## src/design/rppu_pkg.sv

```systemverilog
`timescale 1ns / 1ps
// ----------------------------------------------------------------------------
// RAW10 unpack package
// Types and fixed constants shared by the modules of the unpack unit.
// ----------------------------------------------------------------------------
package rppu_pkg;

   localparam int MAX_WIDTH      = 8192;
   localparam int MAX_HEIGHT     = 8192;
   localparam int CFG_W          = 14;
   localparam int QUEUE_DEPTH    = 4;
   localparam int LO_BYTES       = 4;

   localparam logic [1:0] CSR_FRAME_WIDTH  = 2'd0;
   localparam logic [1:0] CSR_FRAME_HEIGHT = 2'd1;
   localparam logic [1:0] CSR_ROW_STRIDE   = 2'd2;

   typedef struct packed {
      logic [3:0][7:0] lo_bytes;
      logic [7:0]      hi_byte;
      logic [1:0]      last_index;
      logic            row_last;
      logic            frame_last;
      logic            cfg_error;
   } group_type;

endpackage

```

## src/design/rppu_front.sv

```systemverilog
`timescale 1ns / 1ps
// ----------------------------------------------------------------------------
// RAW10 unpack front end
// Holds the registers, tracks group and row position, gathers the bytes of a
// group and hands one entry per completed group or per rejected beat on.
// ----------------------------------------------------------------------------
module rppu_front (
   input  logic                 clock,
   input  logic                 reset,
   input  logic                 csr_wr_en,
   input  logic [1:0]           csr_index,
   input  logic [13:0]          csr_wdata,
   input  logic                 accept,
   input  logic [7:0]           in_byte,
   output logic                 push,
   output rppu_pkg::group_type  entry
);

   logic [13:0]     width_ff, width_in;
   logic [13:0]     height_ff, height_in;
   logic [13:0]     stride_ff, stride_in;
   logic [3:0][7:0] store_ff, store_in;
   logic [2:0]      gpos_ff, gpos_in;
   logic [13:0]     pos_ff, pos_in;
   logic [12:0]     row_ff, row_in;

   logic [12:0]     groups;
   logic [14:0]     packed_size;
   logic [14:0]     stride_eff;
   logic [14:0]     pos_next;
   logic [13:0]     row_next;
   logic            cfg_bad;
   logic            row_last;
   logic            frame_last;

   always_comb begin
      width_in  = width_ff;
      height_in = height_ff;
      stride_in = stride_ff;
      if (csr_wr_en) begin
         priority if (csr_index == rppu_pkg::CSR_FRAME_WIDTH) begin
            width_in = csr_wdata;
         end else if (csr_index == rppu_pkg::CSR_FRAME_HEIGHT) begin
            height_in = csr_wdata;
         end else if (csr_index == rppu_pkg::CSR_ROW_STRIDE) begin
            stride_in = csr_wdata;
         end
      end
   end

   always_comb begin
      groups      = 13'((15'(width_ff) + 15'd3) >> 2);
      packed_size = {groups, 2'b00} + 15'(groups);
      stride_eff  = (stride_ff == '0) ? packed_size : 15'(stride_ff);
      cfg_bad     = (width_ff == '0) || (height_ff == '0)
                    || (32'(width_ff) > 32'(rppu_pkg::MAX_WIDTH))
                    || (32'(height_ff) > 32'(rppu_pkg::MAX_HEIGHT))
                    || (stride_eff < packed_size);
      pos_next    = 15'(pos_ff) + 15'd1;
      row_next    = 14'(row_ff) + 14'd1;
      row_last    = pos_next >= packed_size;
      frame_last  = row_last && (row_next >= height_ff);

      store_in = store_ff;
      gpos_in  = gpos_ff;
      pos_in   = pos_ff;
      row_in   = row_ff;
      push     = 1'b0;
      entry    = '0;

      if (accept) begin
         if (cfg_bad) begin
            push            = 1'b1;
            entry.cfg_error = 1'b1;
         end else begin
            if (15'(pos_ff) < packed_size) begin
               if (gpos_ff < 3'(rppu_pkg::LO_BYTES)) begin
                  store_in[gpos_ff[1:0]] = in_byte;
                  gpos_in                = gpos_ff + 3'd1;
               end else begin
                  push             = 1'b1;
                  entry.lo_bytes   = store_ff;
                  entry.hi_byte    = in_byte;
                  entry.row_last   = row_last;
                  entry.frame_last = frame_last;
                  entry.last_index = (row_last && (width_ff[1:0] != 2'd0))
                                     ? width_ff[1:0] - 2'd1 : 2'd3;
                  gpos_in          = '0;
               end
            end
            if (pos_next >= stride_eff) begin
               pos_in  = '0;
               gpos_in = '0;
               row_in  = (row_next >= height_ff) ? '0 : row_next[12:0];
            end else begin
               pos_in = pos_next[13:0];
            end
         end
      end
   end

   always_ff @(posedge clock) begin
      if (reset) begin
         width_ff  <= '0;
         height_ff <= '0;
         stride_ff <= '0;
         store_ff  <= '0;
         gpos_ff   <= '0;
         pos_ff    <= '0;
         row_ff    <= '0;
      end else begin
         width_ff  <= width_in;
         height_ff <= height_in;
         stride_ff <= stride_in;
         store_ff  <= store_in;
         gpos_ff   <= gpos_in;
         pos_ff    <= pos_in;
         row_ff    <= row_in;
      end
   end

endmodule

```

## src/design/rppu_queue.sv

```systemverilog
`timescale 1ns / 1ps
// ----------------------------------------------------------------------------
// RAW10 unpack group queue
// Small first-in first-out store of group entries between front and back.
// ----------------------------------------------------------------------------
module rppu_queue (
   input  logic                 clock,
   input  logic                 reset,
   input  logic                 push,
   input  rppu_pkg::group_type  push_entry,
   input  logic                 pop,
   output rppu_pkg::group_type  head,
   output logic                 empty,
   output logic                 full
);

   localparam int Depth  = rppu_pkg::QUEUE_DEPTH;
   localparam int PtrW   = $clog2(Depth);
   localparam int CountW = $clog2(Depth + 1);

   rppu_pkg::group_type slots_ff [Depth];
   logic [PtrW-1:0]     wr_ptr_ff, wr_ptr_in;
   logic [PtrW-1:0]     rd_ptr_ff, rd_ptr_in;
   logic [CountW-1:0]   count_ff, count_in;
   logic                do_push;
   logic                do_pop;

   assign empty   = (count_ff == '0);
   assign full    = (count_ff == CountW'(Depth));
   assign head    = slots_ff[rd_ptr_ff];
   assign do_push = push && !full;
   assign do_pop  = pop && !empty;

   always_comb begin
      wr_ptr_in = wr_ptr_ff;
      rd_ptr_in = rd_ptr_ff;
      count_in  = count_ff;
      if (do_push) begin
         wr_ptr_in = (wr_ptr_ff == PtrW'(Depth - 1)) ? '0 : wr_ptr_ff + PtrW'(1);
      end
      if (do_pop) begin
         rd_ptr_in = (rd_ptr_ff == PtrW'(Depth - 1)) ? '0 : rd_ptr_ff + PtrW'(1);
      end
      if (do_push && !do_pop) begin
         count_in = count_ff + CountW'(1);
      end else if (do_pop && !do_push) begin
         count_in = count_ff - CountW'(1);
      end
   end

   always_ff @(posedge clock) begin
      if (do_push) begin
         slots_ff[wr_ptr_ff] <= push_entry;
      end
   end

   always_ff @(posedge clock) begin
      if (reset) begin
         wr_ptr_ff <= '0;
         rd_ptr_ff <= '0;
         count_ff  <= '0;
      end else begin
         wr_ptr_ff <= wr_ptr_in;
         rd_ptr_ff <= rd_ptr_in;
         count_ff  <= count_in;
      end
   end

endmodule

```

## src/design/rppu_back.sv

```systemverilog
`timescale 1ns / 1ps
// ----------------------------------------------------------------------------
// RAW10 unpack back end
// Expands each queued group into its pixels, one per cycle while the output
// register that presents the oldest result is free to take the next one.
// ----------------------------------------------------------------------------
module rppu_back (
   input  logic                 clock,
   input  logic                 reset,
   input  rppu_pkg::group_type  head,
   input  logic                 head_empty,
   output logic                 head_pop,
   output logic                 rsp_empty,
   input  logic                 rsp_pop,
   output logic [9:0]           rsp_pixel,
   output logic                 rsp_row_end,
   output logic                 rsp_frame_end,
   output logic                 rsp_config_error,
   output logic                 rsp_last
);

   logic [1:0] index_ff, index_in;
   logic       valid_ff, valid_in;
   logic [9:0] pixel_ff, pixel_in;
   logic       row_end_ff, row_end_in;
   logic       frame_end_ff, frame_end_in;
   logic       error_ff, error_in;
   logic       last_ff, last_in;
   logic       slot_free;
   logic       fire;
   logic       fin;

   always_comb begin
      slot_free    = !valid_ff || rsp_pop;
      fire         = !head_empty && slot_free;
      fin          = (index_ff == head.last_index);
      head_pop     = fire && fin;
      valid_in     = fire || (valid_ff && !rsp_pop);
      index_in     = index_ff;
      pixel_in     = pixel_ff;
      row_end_in   = row_end_ff;
      frame_end_in = frame_end_ff;
      error_in     = error_ff;
      last_in      = last_ff;
      if (fire) begin
         index_in     = fin ? 2'd0 : index_ff + 2'd1;
         pixel_in     = {head.hi_byte[{index_ff, 1'b1} -: 2], head.lo_bytes[index_ff]};
         row_end_in   = head.row_last && fin;
         frame_end_in = head.frame_last && fin;
         error_in     = head.cfg_error;
         last_in      = fin;
      end
   end

   always_ff @(posedge clock) begin
      if (reset) begin
         index_ff <= '0;
         valid_ff <= 1'b0;
      end else begin
         index_ff <= index_in;
         valid_ff <= valid_in;
      end
   end

   always_ff @(posedge clock) begin
      pixel_ff     <= pixel_in;
      row_end_ff   <= row_end_in;
      frame_end_ff <= frame_end_in;
      error_ff     <= error_in;
      last_ff      <= last_in;
   end

   assign rsp_empty        = !valid_ff;
   assign rsp_pixel        = pixel_ff;
   assign rsp_row_end      = row_end_ff;
   assign rsp_frame_end    = frame_end_ff;
   assign rsp_config_error = error_ff;
   assign rsp_last         = last_ff;

endmodule

```

## src/design/raw10_packed_pixel_unpack_unit.sv

```systemverilog
`timescale 1ns / 1ps
// ----------------------------------------------------------------------------
// RAW10 packed pixel unpack unit
// Unpacks a RAW10 byte stream into ten-bit pixels with row and frame
// markers, dropping row padding and flagging invalid frame geometry.
// ----------------------------------------------------------------------------
// One byte beat is taken per cycle whenever the four-entry group queue has
// room. Each fifth byte of a group yields up to four pixel beats, produced one
// per cycle by the back end while its output register is free, so the stream
// runs at full byte rate as long as results are taken. With an invalid
// geometry every byte yields a single error beat, also at one per cycle. The
// first pixel of a group reaches the result ports, when the queue holds nothing
// older and the output register is free, through the queue slot, written when
// the byte that completes the group is taken, and then the output register,
// loaded from the queue head.
// ----------------------------------------------------------------------------
module raw10_packed_pixel_unpack_unit (
   input  logic        clock,
   input  logic        reset,
   input  logic        csr_wr_en,
   input  logic [1:0]  csr_index,
   input  logic [13:0] csr_wdata,
   input  logic        req_push,
   output logic        req_full,
   input  logic [7:0]  req_in_byte,
   output logic        rsp_empty,
   input  logic        rsp_pop,
   output logic [9:0]  rsp_pixel,
   output logic        rsp_row_end,
   output logic        rsp_frame_end,
   output logic        rsp_config_error,
   output logic        rsp_last
);

   rppu_pkg::group_type push_entry;
   rppu_pkg::group_type head;
   logic                push;
   logic                head_empty;
   logic                head_pop;
   logic                accept;

   assign accept = req_push && !req_full;

   rppu_front u_front (
      .clock     (clock),
      .reset     (reset),
      .csr_wr_en (csr_wr_en),
      .csr_index (csr_index),
      .csr_wdata (csr_wdata),
      .accept    (accept),
      .in_byte   (req_in_byte),
      .push      (push),
      .entry     (push_entry)
   );

   rppu_queue u_queue (
      .clock      (clock),
      .reset      (reset),
      .push       (push),
      .push_entry (push_entry),
      .pop        (head_pop),
      .head       (head),
      .empty      (head_empty),
      .full       (req_full)
   );

   rppu_back u_back (
      .clock            (clock),
      .reset            (reset),
      .head             (head),
      .head_empty       (head_empty),
      .head_pop         (head_pop),
      .rsp_empty        (rsp_empty),
      .rsp_pop          (rsp_pop),
      .rsp_pixel        (rsp_pixel),
      .rsp_row_end      (rsp_row_end),
      .rsp_frame_end    (rsp_frame_end),
      .rsp_config_error (rsp_config_error),
      .rsp_last         (rsp_last)
   );

endmodule

```

## config.mk

```make
export PLATFORM = sky130hd
export DESIGN_NAME = raw10_packed_pixel_unpack_unit
export DESIGN_NICKNAME = d
export VERILOG_FILES = /design/src/design/rppu_pkg.sv /design/src/design/rppu_front.sv /design/src/design/rppu_queue.sv /design/src/design/rppu_back.sv /design/src/design/raw10_packed_pixel_unpack_unit.sv
export SDC_FILE = /design/constraint.sdc
export NUM_CORES = 1
export LEC_CHECK = 0
export ABC_AREA = 1
export BUFFER_PORTS_ARGS = -buffer_cell sky130_fd_sc_hd__buf_2
export CAP_MARGIN = 10
export CORE_ASPECT_RATIO = 0.7
export CORE_MARGIN = 2
export CORE_UTILIZATION = 30
export DETAILED_ROUTE_END_ITERATION = 10
export GPL_ROUTABILITY_DRIVEN = 0
export HOLD_SLACK_MARGIN = 0.05
export PLACE_DENSITY = 0.43
export SETUP_SLACK_MARGIN = 0.5
export SLEW_MARGIN = 0
export SYNTH_ARGS = -nofsm -noshare
export SYNTH_HDL_FRONTEND = slang
export SYNTH_SLANG_ARGS = --single-unit
```

## constraint.sdc

```tcl
create_clock -name clock -period 7.45 [get_ports clock]
set_input_delay 0.745 -clock clock [delete_from_list [all_inputs] [get_ports clock]]
set_output_delay 0.745 -clock clock [all_outputs]
set_load 0.02 [all_outputs]
```

# Word-level counts from Yosys, hierarchy flattened
# Memory sizes are Yosys's and may differ from the RTL's. A register that Yosys moved wholly into a read port is not among the register bits.
# Index checks and enable logic that the tools add are counted.
# word_totals
register_bits	128
mem_bits_rw	180
inputBits	29
output_inout_bits	16
wordCells	123
memories	1
# classes
addsub	11
order_cmp	11
eq_ne	6
shifts	1
n_mux	30
n_bitwise	3
reduce_logical	40
# memory_table
memory	depth	width	rd	rd_ports_with_merged_regs	wr	line_no	rtl
u_queue.slots_ff	4	45	1	1	1	rppu_queue.sv:21	rppu_pkg::group_type slots_ff [Depth];
# op_table
operator	n
$mux 44	3
$mux 45	1
$logic_not 14->1	3
$bwmux 32	1
$ge 15x15->1	2
$gt 14x14->1 const B	2
$bmux 8 s2	1
$demux 8 s2	1
$mux 8	2
$add 14x1->15 const B	1
$add 14x2->15 const B	1
$add 15x13->15	1
$lt 14x15->1	1
$lt 15x15->1	1
$mux 15	1
$mux 3	5
$add 13x1->14 const B	1
$ge 14x14->1	1
$mux 14	1
$logic_and 1x1->1	13
$mux 13	1
$mux 2	6
$reduce_and 3->1	3
$shiftx 9x4->2	1
other kinds (20)	48

# Depth between registers and ports, before layout
# Gate-level depths: netlist (run 1).
# depth
word_depth	12
mapped_depth	39
ltp_nobuf	39

# Cells and area by module
# A second synthesis (run 1) with hierarchy kept.
# hier_totals
cells_unflattened	1839
area_unflattened_um2	16301.9
# by_module_without_submodules
module	instances	cells_each	area_per_inst_um2	seq_area_each_um2
rppu_front	1	1223	8075.2	2082.0
rppu_queue	1	506	7309.5	5585.4
rppu_back	1	108	907.1	480.5
raw10_packed_pixel_unpack_unit	1	2	10.0	0.0

# Least setup slack after synthesis (run 1)
# OpenSTA, ideal clock, no wires.
# synth_timing
kind	register -> register
from	register u_front.width_ff[0]
to	memory u_queue.slots_ff[0][0] (netlist bit) (enable)
setup_time_ns	0.448
arrival_time_ns	5.571
slack_ns	1.432
path_stages_with_launch	31
path_cell_list	dfxtp_1 > inv_1 > ha_1 > nor2_1 > inv_1 > nor2_1 > xnor2_1 > inv_1 > ha_1 > fa_1 > nand4_1 > nand2_1 > inv_1 > o21ai_0 > xor2_1 > a21oi_1 > inv_1 > ha_1 > a21oi_1 > nor3_1 > a211oi_1 > nand2_1 > nand2_1 > nand2_1 > nand2_1 > nand2_1 > nand3_4 > nand2_1 > nand2_1 > inv_1 > nor2_1
# synth_via
elab_chain_cells	10
word_cells_on_any_way	17
cone_classes	add/sub: 2; order compare: 3; mux: 6; reduce/logical: 6
# synth_rtl
item	line_no	rtl
start: declaration	rppu_front.sv:19	logic [13:0] width_ff, width_in;
start signal: assignment	rppu_front.sv:112	width_ff <= width_in;
$add 14x2->15 or $logic_not 14->1 (tied branches)	rppu_front.sv:52, rppu_front.sv:55	
$add 15x13->15 or $logic_or 1x1->1 (tied branches)	rppu_front.sv:53, rppu_front.sv:55	
$mux 15 or $logic_or 1x1->1 (tied branches)	rppu_front.sv:54, rppu_front.sv:56	
$lt 15x15->1 or $logic_or 1x1->1 (tied branches)	rppu_front.sv:58, rppu_front.sv:57	
$logic_or 1x1->1	rppu_front.sv:58	|| (stride_eff < packed_size);
$mux 1 (*)	rppu_front.sv:72	if (cfg_bad) begin
$mux 1 (*)	rppu_front.sv:71	if (accept) begin
$logic_and 1x1->1 (*)	rppu_queue.sv:31	assign do_push = push && !full;
net u_queue.do_push	rppu_queue.sv:25	logic do_push;
$mux 1 (*)	rppu_queue.sv:52	if (do_push) begin
$mux 1 (implied by the code) (*)	rppu_queue.sv:53	slots_ff[wr_ptr_ff] <= push_entry;
end: declaration	rppu_queue.sv:21	
# Mark *: on every way through the listed nets, which the timed path passes. The rest lies on a longest branch.

# Worst setup path in the final report (run 1)
# layout_timing
from	register u_front.width_ff[0]
to	register u_front.pos_ff[3]
# layout_via
elab_chain_cells	7
word_cells_on_any_way	14
cone_classes	add/sub: 2; order compare: 3; mux: 2; bitwise: 1; reduce/logical: 6
# layout_rtl
item	line_no	rtl
$add 14x2->15 or $logic_not 14->1 (tied branches)	rppu_front.sv:52, rppu_front.sv:55	
$add 15x13->15 or $logic_or 1x1->1 (tied branches)	rppu_front.sv:53, rppu_front.sv:55	
$mux 15 or $logic_or 1x1->1 (tied branches)	rppu_front.sv:54, rppu_front.sv:56	
$lt 15x15->1 or $logic_or 1x1->1 (tied branches)	rppu_front.sv:58, rppu_front.sv:57	
$logic_or 1x1->1	rppu_front.sv:58	
$not 1->1 (no source line)	--	
$reduce_and 2->1 (no source line)	--	
end signal: assignment	rppu_front.sv:117	pos_ff <= pos_in;
end: declaration	rppu_front.sv:24	logic [13:0] pos_ff, pos_in;
# Parallel ways exist; a longest one is shown, timed or not.
# A chain may end at the register's enable or synchronous reset.

==> flow_summary.toml, run 1 <==
[run_status]
status = "finished, violations left"
violations = "DRC"

[die]
die_x_um = 276
die_area_um2 = 53600
die_h_um = 194
core_um2 = 50900
num_rows = 69
start_util_pct = 30.5
pin_count = 45

[sta]
tns_ns = 0
setup_slack_ns = 1.18
max_freq_mhz = 160
maxSlewHeadroom_pct = 31.8
setup_viol = 0
min_period_ns = 6.27
timing.final.hold_violations = 0
slew_viol_final = 0
max_slew.worst_pin.slew_ns = 1.01
rsz0062_at_grt = "false"
period_share_pct = 84.1
finalClockSkew_ns = 0.0319

[synthesis]
yosysWarnings = 0
synth.area.top_cells = "edfxtp_1 (38%), dfxtp_1 (15%), ha_1 (7.5%)"
synthDistinctLibCells = 43
synth_cells = 1716
ys_async_sr_fraction_pct = 0
yosysTopAreaCell = "edfxtp_1"
synth_edf_count = 194
syn_area_per_cell_um2 = 9.04
synth_common_cells = "nor2_1 (299), nand2_1 (216), inv_1 (201)"
syn_nets = 1840
synth_flop_cell = "edfxtp_1"
synth-seq-cells = 310
yosysSeqAreaShare_pct = 52.5
synth.top_cell.area_share_pct = 37.5
synth.most_common_cell = "nor2_1"
synth_area_um2 = 15500

[clock_tree]
worstSkewPairLatency_ns = 0.56
cts_setup_buffers = 0
cts_max_path_buffers = 3
cts_tree = "built"
hold_buffers = 0
cts_buffers = 36
cts_resized = 0
ctsHtreeMaxLevel = 2
clock_sinks = 310
clkTransAtPathRegs_ns = 0.07
cts_root_buf = "clkbuf_16"

[place]
postPlaceCellArea_um2 = 16400
pre_cts_slack_ns = 1.20
dp_hpwl_mm = 30.1
io_buffers = 44
placedCellCount = 2380

[pwr]
swShare_pct = 35.7
p_int_mw = 3.54
sequentialPowerShare_pct = 39.2
clockPowerShare_pct = 31.0
p_leak_nw = 7.20
powerDensity_nw_per_um2 = 314
irDropWorstVdd_mv = 0.151
power_switching_mw = 1.97
combPwrFrac_pct = 29.8

[cells_and_area]
drive_above_1_share_pct = 7.80
final_util_pct = 34.4
fin_area_um2 = 17500
multi_input_area_um2 = 6320
final_nets = 1868
syn2layout_area_growth_pct = 13.0
seq_area_um2 = 8150
fillers = 5244
fin_cells = 2445

[routing]
dr.pass1.iters = 8
drtIter0Drc = 932
vias = 11700
drt-total-wl_mm = 43.7
vias_per_cell = 4.80
wire_per_inst_um = 17.9
ant_nets = 0
drc = 8

[global_route]
antenna_found_initial = 0
grt_pass1_wl_mm = 67.8
grt_pass1_vias = 11000
grt_max_degree = 92
grt_overflow = 0
grt_usage_pct = 16.6

[worst_setup_path]
path_class = "register to register"
cp.arrival_ns = 6.66
path_max_fanout = 20
critPathRequiredTime_ns = 7.85
startpoint_type = "register"
end_kind = "register"

[run]
max-cap-violations = 0

[min_path]
hp-class = "register to register"
==> routing by layer <==
metal / wire (um) / global-route usage, % / part of all wire [%]
met5: 0 / 0 / 0
met4: 677 / 3.74 / 1.5
met3: 1960 / 2.67 / 4.5
met2: 17000 / 22.4 / 39
met1: 24100 / 27.0 / 55
==> power groups by stage <==
stage	Combinational, mW	Sequential (mW)	Clock [mW]
6_report	1.64	2.16	1.71
5_1_grt	1.86	2.19	1.84
4_1_cts	1.67	2.16	1.76
3_5_place_dp	1.66	2.20	0
3_3_place_gp	1.66	2.20	0
2_1_floorplan	1.05	2.24	0
==> logic make-up after synthesis <==
logic type | share of synthesized area [%]
buf+inv | 7.02
compound gates | 12.4
flops | 52.5
xor+xnor | 2.31
fa+ha+maj | 7.75
simple gates | 18.0
==> per-stage QoR <==
stage,total power [mW],hold WS (ns)
floorplan,3.29,0.443
global placement,3.86,0.468
detailed placement,3.86,0.472
CTS,5.60,0.454
global route,5.89,0.471
finish,5.51,0.478
==> final timing paths <==
kind	from	end	slack, ns	cells after the start
worst min-delay path	u_front.row_ff[1]	u_front.row_ff[1]	0.48	2
worst min register to register	u_front.row_ff[1]	u_front.row_ff[1]	0.48	2
worst max register to register	u_front.width_ff[0]	u_front.pos_ff[3]	1.18	26
worst max-delay path	u_front.width_ff[0]	u_front.pos_ff[3]	1.18	26
==> final cells by class <==
type	instances	share of cell area [%]
antenna	1	0.0143
clock buffer	50	5.72
clock inverter	14	0.656
inverter	207	4.43
multi-input combinational	1130	36.0
sequential	310	46.5
tap	674	4.81
timing repair buffer	59	1.90
==> cell usage in the layout, fill, tap and decap left out, drive strengths merged, types with 2 or more instances in the layout <==
cell    synthesis  layout
nor2          303     303
nand2         223     223
inv           204     208
edfxtp        194     194
o21ai         157     157
dfxtp         116     116
a21oi         103     103
ha             93      93
nand3          77      77
buf            13      59
clkbuf         56      50
o221ai         34      34
xor2           33      33
nand4          32      32
nor3           14      14
a211oi         13      13
clkinv          3      12
o22ai          10      10
xnor2           8       8
o211ai          8       8
nor4            4       4
a21o            3       3
o31ai           3       3
o211a           3       3
fa              2       2
==> registers in the layout, summed over array words and instances (netlist names), 3 cells and up, named ones only <==
| signal | count |
|---|---|
| u_front.gpos_ff | 3 |
| u_front.store_ff | 32 |
| u_front.width_ff | 14 |
| u_front.pos_ff | 14 |
| u_front.row_ff | 13 |
| u_queue.slots_ff | 180 |
| u_front.height_ff | 14 |
| u_back.rsp_pixel | 10 |
| u_front.stride_ff | 14 |
| u_queue.count_ff | 3 |
==> critical path, stage by stage, from the launching register on <==
cell and delay (ns):
dfxtp_1 0.35, inv_1 0.08, ha_1 0.22, nor2_1 0.16, inv_1 0.08, nor2_1 0.14
nand4_1 0.16, nor2_1 0.26, nand2_1 0.10, xor2_1 0.24, ha_1 0.30, a21oi_1 0.35
nand2_2 0.13, a21oi_1 0.14, o21ai_0 0.10, xnor2_1 0.21, o21ai_0 0.26, inv_1 0.07
ha_1 0.27, nand2_1 0.10, inv_1 0.07, nand2_1 0.04, or4_1 0.51, nand3_1 0.51
nand2_1 0.59, nand2_1 0.56, a211oi_1 0.09
Power figures use the tool's default switching activity.
==> inputs of run 2 (changes only) <==
--- a/config.mk
+++ b/config.mk
@@ -5,7 +5,7 @@
 export SDC_FILE = /design/constraint.sdc
 export NUM_CORES = 1
 export LEC_CHECK = 0
-export ABC_AREA = 1
+export ABC_AREA = 0
 export BUFFER_PORTS_ARGS = -buffer_cell sky130_fd_sc_hd__buf_2
 export CAP_MARGIN = 10
 export CORE_ASPECT_RATIO = 0.7
==> constraint.sdc (replaced) <==
create_clock -name clock -period 6.5 [get_ports clock]
set_input_delay 0.65 -clock clock [delete_from_list [all_inputs] [get_ports clock]]
set_output_delay 0.65 -clock clock [all_outputs]
set_load 0.02 [all_outputs]
==> run 2 against run 1 <==
  * Largest cell class unchanged
  * Combinational power shrank 23%
  * The run now ends clean
  * Via count shrank 11%
  * Critical endpoint is now u_queue.count_ff[2]
  * Sequential share of layout area shrank 2.0 points
  * Worst setup slack lost 0.54 ns
  * Critical path type unchanged
  * Power grew 3.6%
  * Clock skew shrank 0.013 ns
  * Largest power group unchanged
==> flow_summary.toml, run 2 <==
[run_status]
status = "finished, final reports clean"

[synthesis]
synth_edf_count = 194
yosysSeqAreaShare_pct = 52.1
syn_nets = 1456
synth_common_cells = "edfxtp_1 (194), nand2_1 (156), dfxtp_1 (116)"
yosysTopAreaCell = "edfxtp_1"
ys_async_sr_fraction_pct = 0
syn_area_per_cell_um2 = 11.8
synth.most_common_cell = "edfxtp_1"
synth-seq-cells = 310
synth_flop_cell = "edfxtp_1"
synthDistinctLibCells = 81
synth.area.top_cells = "edfxtp_1 (37%), dfxtp_1 (15%), mux4_2 (7.9%)"
synth_cells = 1332
synth.top_cell.area_share_pct = 37.2
yosysWarnings = 0
synth_area_um2 = 15700

[global_route]
grt_pass1_vias = 10400
grt_pass1_wl_mm = 62.8
grt_usage_pct = 14.9
antenna_found_initial = 0
grt_overflow = 0
grt_max_degree = 58

[die]
pin_count = 45
die_x_um = 277
die_h_um = 195
core_um2 = 51100
die_area_um2 = 54000
start_util_pct = 30.6
num_rows = 69

[pwr]
powerDensity_nw_per_um2 = 311
irDropWorstVdd_mv = 0.161
p_leak_nw = 6.87

[sta]
hold_slack_ns = 0.397
maxSlewHeadroom_pct = 29.3
period_share_pct = 90.1
max_slew.worst_pin.slew_ns = 1.05
rsz0062_at_grt = "true"
min_period_ns = 5.86
timing.final.hold_violations = 0
finalClockSkew_ns = 0.0185
tns_ns = 0
slew_viol_final = 0
max_freq_mhz = 171
setup_viol = 0

[routing]
drtIter0Drc = 633
vias = 10500
dr.pass1.iters = 5
wire_per_inst_um = 19.0
drc = 0
drt-total-wl_mm = 40.1
ant_nets = 0
vias_per_cell = 4.96

[worst_setup_path]
critical_path.max_stage_delay_ns = 0.35
crit_top_cell = "a21oi_1"
critPathRequiredTime_ns = 6.97
end_kind = "register"
slowest_stage = "fa_2"
path_max_fanout = 5
cp.arrival_ns = 6.32
path_class = "register to register"
startpoint_type = "register"

[cells_and_area]
final_nets = 1534
largestRegisters = "u_queue.slots_ff: 180 flops, u_front.store_ff: 32 flops"
fillers = 5088
largest_register = "u_queue.slots_ff"
drive_above_1_share_pct = 20.0
diodes = 0
final_cell_mix = "edfxtp_1 (194), nand2_1 (155), dfxtp_1 (110), a21oi_1 (96), ha_1 (87)"
fin_area_um2 = 18300
fin_cells = 2111
syn2layout_area_growth_pct = 17.1
layout_commonest_cell = "edfxtp_1"
largest_reg_flops = 180

[clock_tree]
cts_buffers = 35
cts_tree = "built"
clock_sinks = 310
clkTransAtPathRegs_ns = 0.06
ctsHtreeMaxLevel = 2
cts_max_path_buffers = 3
cts_root_buf = "clkbuf_16"
worstSkewPairLatency_ns = 0.54

[run]
max-cap-violations = 0

[place]
placedCellCount = 2020
postPlaceCellArea_um2 = 16700
dp_hpwl_mm = 27.2
io_buffers = 44

[min_path]
hp-class = "input pin to register"
## run 2: changes by cell type after synthesis, sizes merged, moves of 21 or more
cell,change
and2,+47
nor2,-255
mux2i,+41
o21ai,-106
inv,-145
xnor2,+24
nand3,-50
and3,+24
nand4,-21
mux4,+55
nand2,-65
a21o,+23
o221ai,-32
## run 2: cell families (layout without fill, tap and decap cells)
kind of cell    count (synthesis)  in the layout  share of synthesized area, %
compound gates                243            243                          9.78
buf+inv                       125            230                          3.40
mux                            98             98                          10.7
simple gates                  408            408                          13.4
fa+ha+maj                      95             95                          7.69
flops                         310            310                          52.1
xor+xnor                       53             53                          2.97
## run 2: repair_timing
| action | in CTS | in global routing |
|---|---|---|
| endpoints found under the setup margin | 413 | 419 |
| hold buffers | 0 | 0 |
| resized for setup | 22 | 46 |
| endpoints found under the hold margin | 0 | 0 |
| pin swaps | 7 | 40 |
| buffers inserted | 7 | 20 |
## run 2: power breakdown
group	switching, mW	total, mW	internal [mW]	leakage, nW
clock network	0.819	1.98	1.16	0.558
registers	0.116	2.47	2.35	2.65
logic	0.695	1.26	0.568	3.67
## run 2: per-stage QoR
| stage | total power, mW | util, % | worst slack [ns] |
|---|---|---|---|
| floorplan | 3.34 | - | 0.598 |
| global placement | 3.77 | 32.6 | 0.146 |
| detailed placement | 3.76 | 32.6 | 0.0257 |
| CTS | 5.78 | 35.2 | 0.501 |
| global route | 6.01 | 35.9 | 0.320 |
| finish | 5.71 | 35.9 | 0.642 |
## run 2: area by class of cell
| cell class | instances | area, um2 | area share [%] |
|---|---|---|---|
| Sequential cell | 310 | 8160 | 44.5 |
| Multi-Input combinational cell | 897 | 7240 | 39.5 |
| Clock buffer | 46 | 948 | 5.17 |
| Tap cell | 674 | 843 | 4.60 |
| Timing Repair Buffer | 106 | 728 | 3.97 |
| Inverter | 60 | 225 | 1.23 |
| Clock inverter | 18 | 186 | 1.02 |
## run 2: path summary, 6_finish.rpt
kind,depth (start not counted),slack [ns],start,endpoint
max,33,0.64,u_front.width_ff[1],u_queue.count_ff[2]
min,4,0.40,rsp_pop,u_back.valid_ff
min reg2reg,2,0.46,u_front.store_ff[26],u_front.store_ff[26]
max reg2reg,33,0.64,u_front.width_ff[1],u_queue.count_ff[2]
## run 2: layer usage
layer | track usage [%] | wire, um | vias to the layer above
met5 | 0 | 0 | -
met4 | 3.68 | 665 | 0
met3 | 2.90 | 1650 | 49
met2 | 20.6 | 16000 | 141
met1 | 23.3 | 21800 | 5205
li1 | - | - | 5069
## run 2: critical path, delay by kind of cell (launching register included)
| kind | cells | cell delay, ns |
|---|---|---|
| AOI/OAI and AO/OA | 11 | 1.75 |
| xor gates and xnor gates | 3 | 0.54 |
| adders and majority gates | 5 | 1.23 |
| buffers and inverters | 6 | 0.63 |
| DFF | 1 | 0.34 |
| and+or+nand+nor | 8 | 1.30 |
==> inputs of run 3 (changes only) <==
--- a/config.mk
+++ b/config.mk
@@ -5,7 +5,7 @@
 export SDC_FILE = /design/constraint.sdc
 export NUM_CORES = 1
 export LEC_CHECK = 0
-export ABC_AREA = 0
+export ABC_AREA = 1
 export BUFFER_PORTS_ARGS = -buffer_cell sky130_fd_sc_hd__buf_2
 export CAP_MARGIN = 10
 export CORE_ASPECT_RATIO = 0.7
==> run 3 against run 2 <==
  * Largest power group unchanged
  * Sequential power rose by 2%
  * Clock-buffer cell count is 1 higher
  * Worst setup slack improved by 0.45 ns
  * Die area is 0.82% lower
  * The flow now finishes with violations (DRC)
  * Global-route usage is 1.3 points higher
==> flow_summary.toml, run 3 (synthesis gave the netlist of run 1 again) <==
[run_status]
status = "finished, violations left"
violations = "DRC"

[clock_tree]
cts_root_buf = "clkbuf_16"
ctsHtreeMaxLevel = 2
cts_buffers = 35
clock_sinks = 310
cts_tree = "built"
clkTransAtPathRegs_ns = 0.06
worstSkewPairLatency_ns = 0.54
hold_buffers = 0
cts_max_path_buffers = 3

[place]
placedCellCount = 2383
dp_hpwl_mm = 28.4
postPlaceCellArea_um2 = 16500
io_buffers = 44
pre_cts_slack_ns = 1.07

[worst_setup_path]
path_max_fanout = 40
startpoint_type = "register"
cp.arrival_ns = 5.64
end_kind = "register"
critPathRequiredTime_ns = 6.73
critical_path.max_stage_delay_ns = 0.64
path_class = "register to register"
slowest_stage = "inv_2"
crit_top_cell = "nand2_1"

[sta]
max_freq_mhz = 185
period_share_pct = 83.2
setup_viol = 0
finalClockSkew_ns = 0.0263
setup_slack_ns = 1.09
timing.final.hold_violations = 0
slew_viol_final = 0
min_period_ns = 5.41
tns_ns = 0
rsz0062_at_grt = "false"
maxSlewHeadroom_pct = 34.1
max_slew.worst_pin.slew_ns = 0.986

[global_route]
grt_usage_pct = 16.2
grt_max_degree = 54
grt_pass1_vias = 11300
antenna_found_initial = 0
grt_overflow = 0
grt_pass1_wl_mm = 66.9

[pwr]
irDropWorstVdd_mv = 0.157
sequentialPowerShare_pct = 39.5
p_int_mw = 4.08
combPwrFrac_pct = 29.9
powerDensity_nw_per_um2 = 360
clockPowerShare_pct = 30.6
finalPower_mw = 6.37
p_leak_nw = 7.27
swShare_pct = 36.0
power_switching_mw = 2.29

[routing]
vias = 11600
dr.pass1.iters = 8
drtIter0Drc = 721
drc = 4
ant_nets = 0
drt-total-wl_mm = 42.8
wire_per_inst_um = 17.5
vias_per_cell = 4.74

[die]
core_um2 = 50900
pin_count = 45
die_area_um2 = 53600
num_rows = 69
die_h_um = 194
die_x_um = 276
start_util_pct = 30.5

[cells_and_area]
largestRegisters = "u_queue.slots_ff: 180 flops, u_front.store_ff: 32 flops"
diodes = 0
largest_register = "u_queue.slots_ff"
layout_commonest_cell = "nor2_1"
drive_above_1_share_pct = 8.66
fillers = 5198
largest_reg_flops = 180
final_nets = 1876
final_cell_mix = "nor2_1 (293), nand2_1 (215), inv_1 (200), edfxtp_1 (194), o21ai_0 (157)"
fin_area_um2 = 17700
syn2layout_area_growth_pct = 14.0
fin_cells = 2453

[min_path]
hp-class = "input pin to register"

[run]
max-cap-violations = 0
run 3: cell types whose count changed in the layout (fill, tap and decap cells not counted), sizes merged, moves of 38 or more:
cell | previous run | this run
nand2 | 158 | 223
nand3 | 27 | 77
mux4 | 55 | 0
and2 | 47 | 0
o21ai | 51 | 157
mux2i | 41 | 0
buf | 106 | 68
nor2 | 48 | 303
inv | 61 | 208
run 3: worst max-delay path: cells and delay by family (launching register included):
kind                       cells  cell delay (ns)
AOI/OAI and AO/OA              4             0.61
DFF                            1             0.36
and+or+nand+nor               15             1.54
buffers and inverters          6             1.04
xor gates and xnor gates       2             0.32
adders and majority gates      4             1.17
run 3: final cells by class:
cell class / count / area [um2] / share of cell area (%)
repair buffers: 68 / 463 / 2.62
well taps: 674 / 843 / 4.77
flip-flops and latches: 310 / 8150 / 46.1
clock inverters: 17 / 161 / 0.913
inverters: 207 / 777 / 4.39
multi-input cells: 1130 / 6330 / 35.8
clock buffers: 47 / 961 / 5.43
run 3: metal layers:
| layer | track usage (%) | part of all wire [%] | up-vias |
|---|---|---|---|
| met5 | 0 | 0 | - |
| met2 | 23.0 | 40 | 183 |
| met4 | 3.09 | 1.3 | 0 |
| met3 | 2.32 | 3.6 | 37 |
| li1 | - | - | 5915 |
| met1 | 25.6 | 55 | 5492 |
run 3: power by group through the flow:
stage / clock [mW] / sequential, mW / combinational [mW]
after floorplan: 0 / 2.57 / 1.21
after global placement: 0 / 2.56 / 1.89
after detailed placement: 0 / 2.56 / 1.89
after CTS: 2.01 / 2.51 / 1.90
after global routing: 2.09 / 2.54 / 2.16
final: 1.95 / 2.51 / 1.91
run 3: worst paths after layout:
path / startpoint / end / slack, ns / cells after the start
worst max-delay path: u_front.width_ff[0] / u_queue.slots_ff[1][5] / 1.09 / 31
worst min-delay path: csr_wdata[5] / u_front.stride_ff[5] / 0.40 / 3
worst max register to register: u_front.width_ff[0] / u_queue.slots_ff[1][5] / 1.09 / 31
worst min register to register: u_front.row_ff[1] / u_front.row_ff[1] / 0.48 / 2
run 3: what timing repair did:
action,4_1_cts,5_1_grt
hold endpoints to repair,0,0
setup endpoints to repair,0,123
resized for setup,0,4
buffers inserted,0,6
run 3: stage by stage:
step	hold WS, ns	utilization, %
global placement	0.465	32.4
detailed placement	0.475	32.4
CTS	0.372	34.6
finish	0.398	34.7
floorplan	0.443	-
global route	0.389	34.7
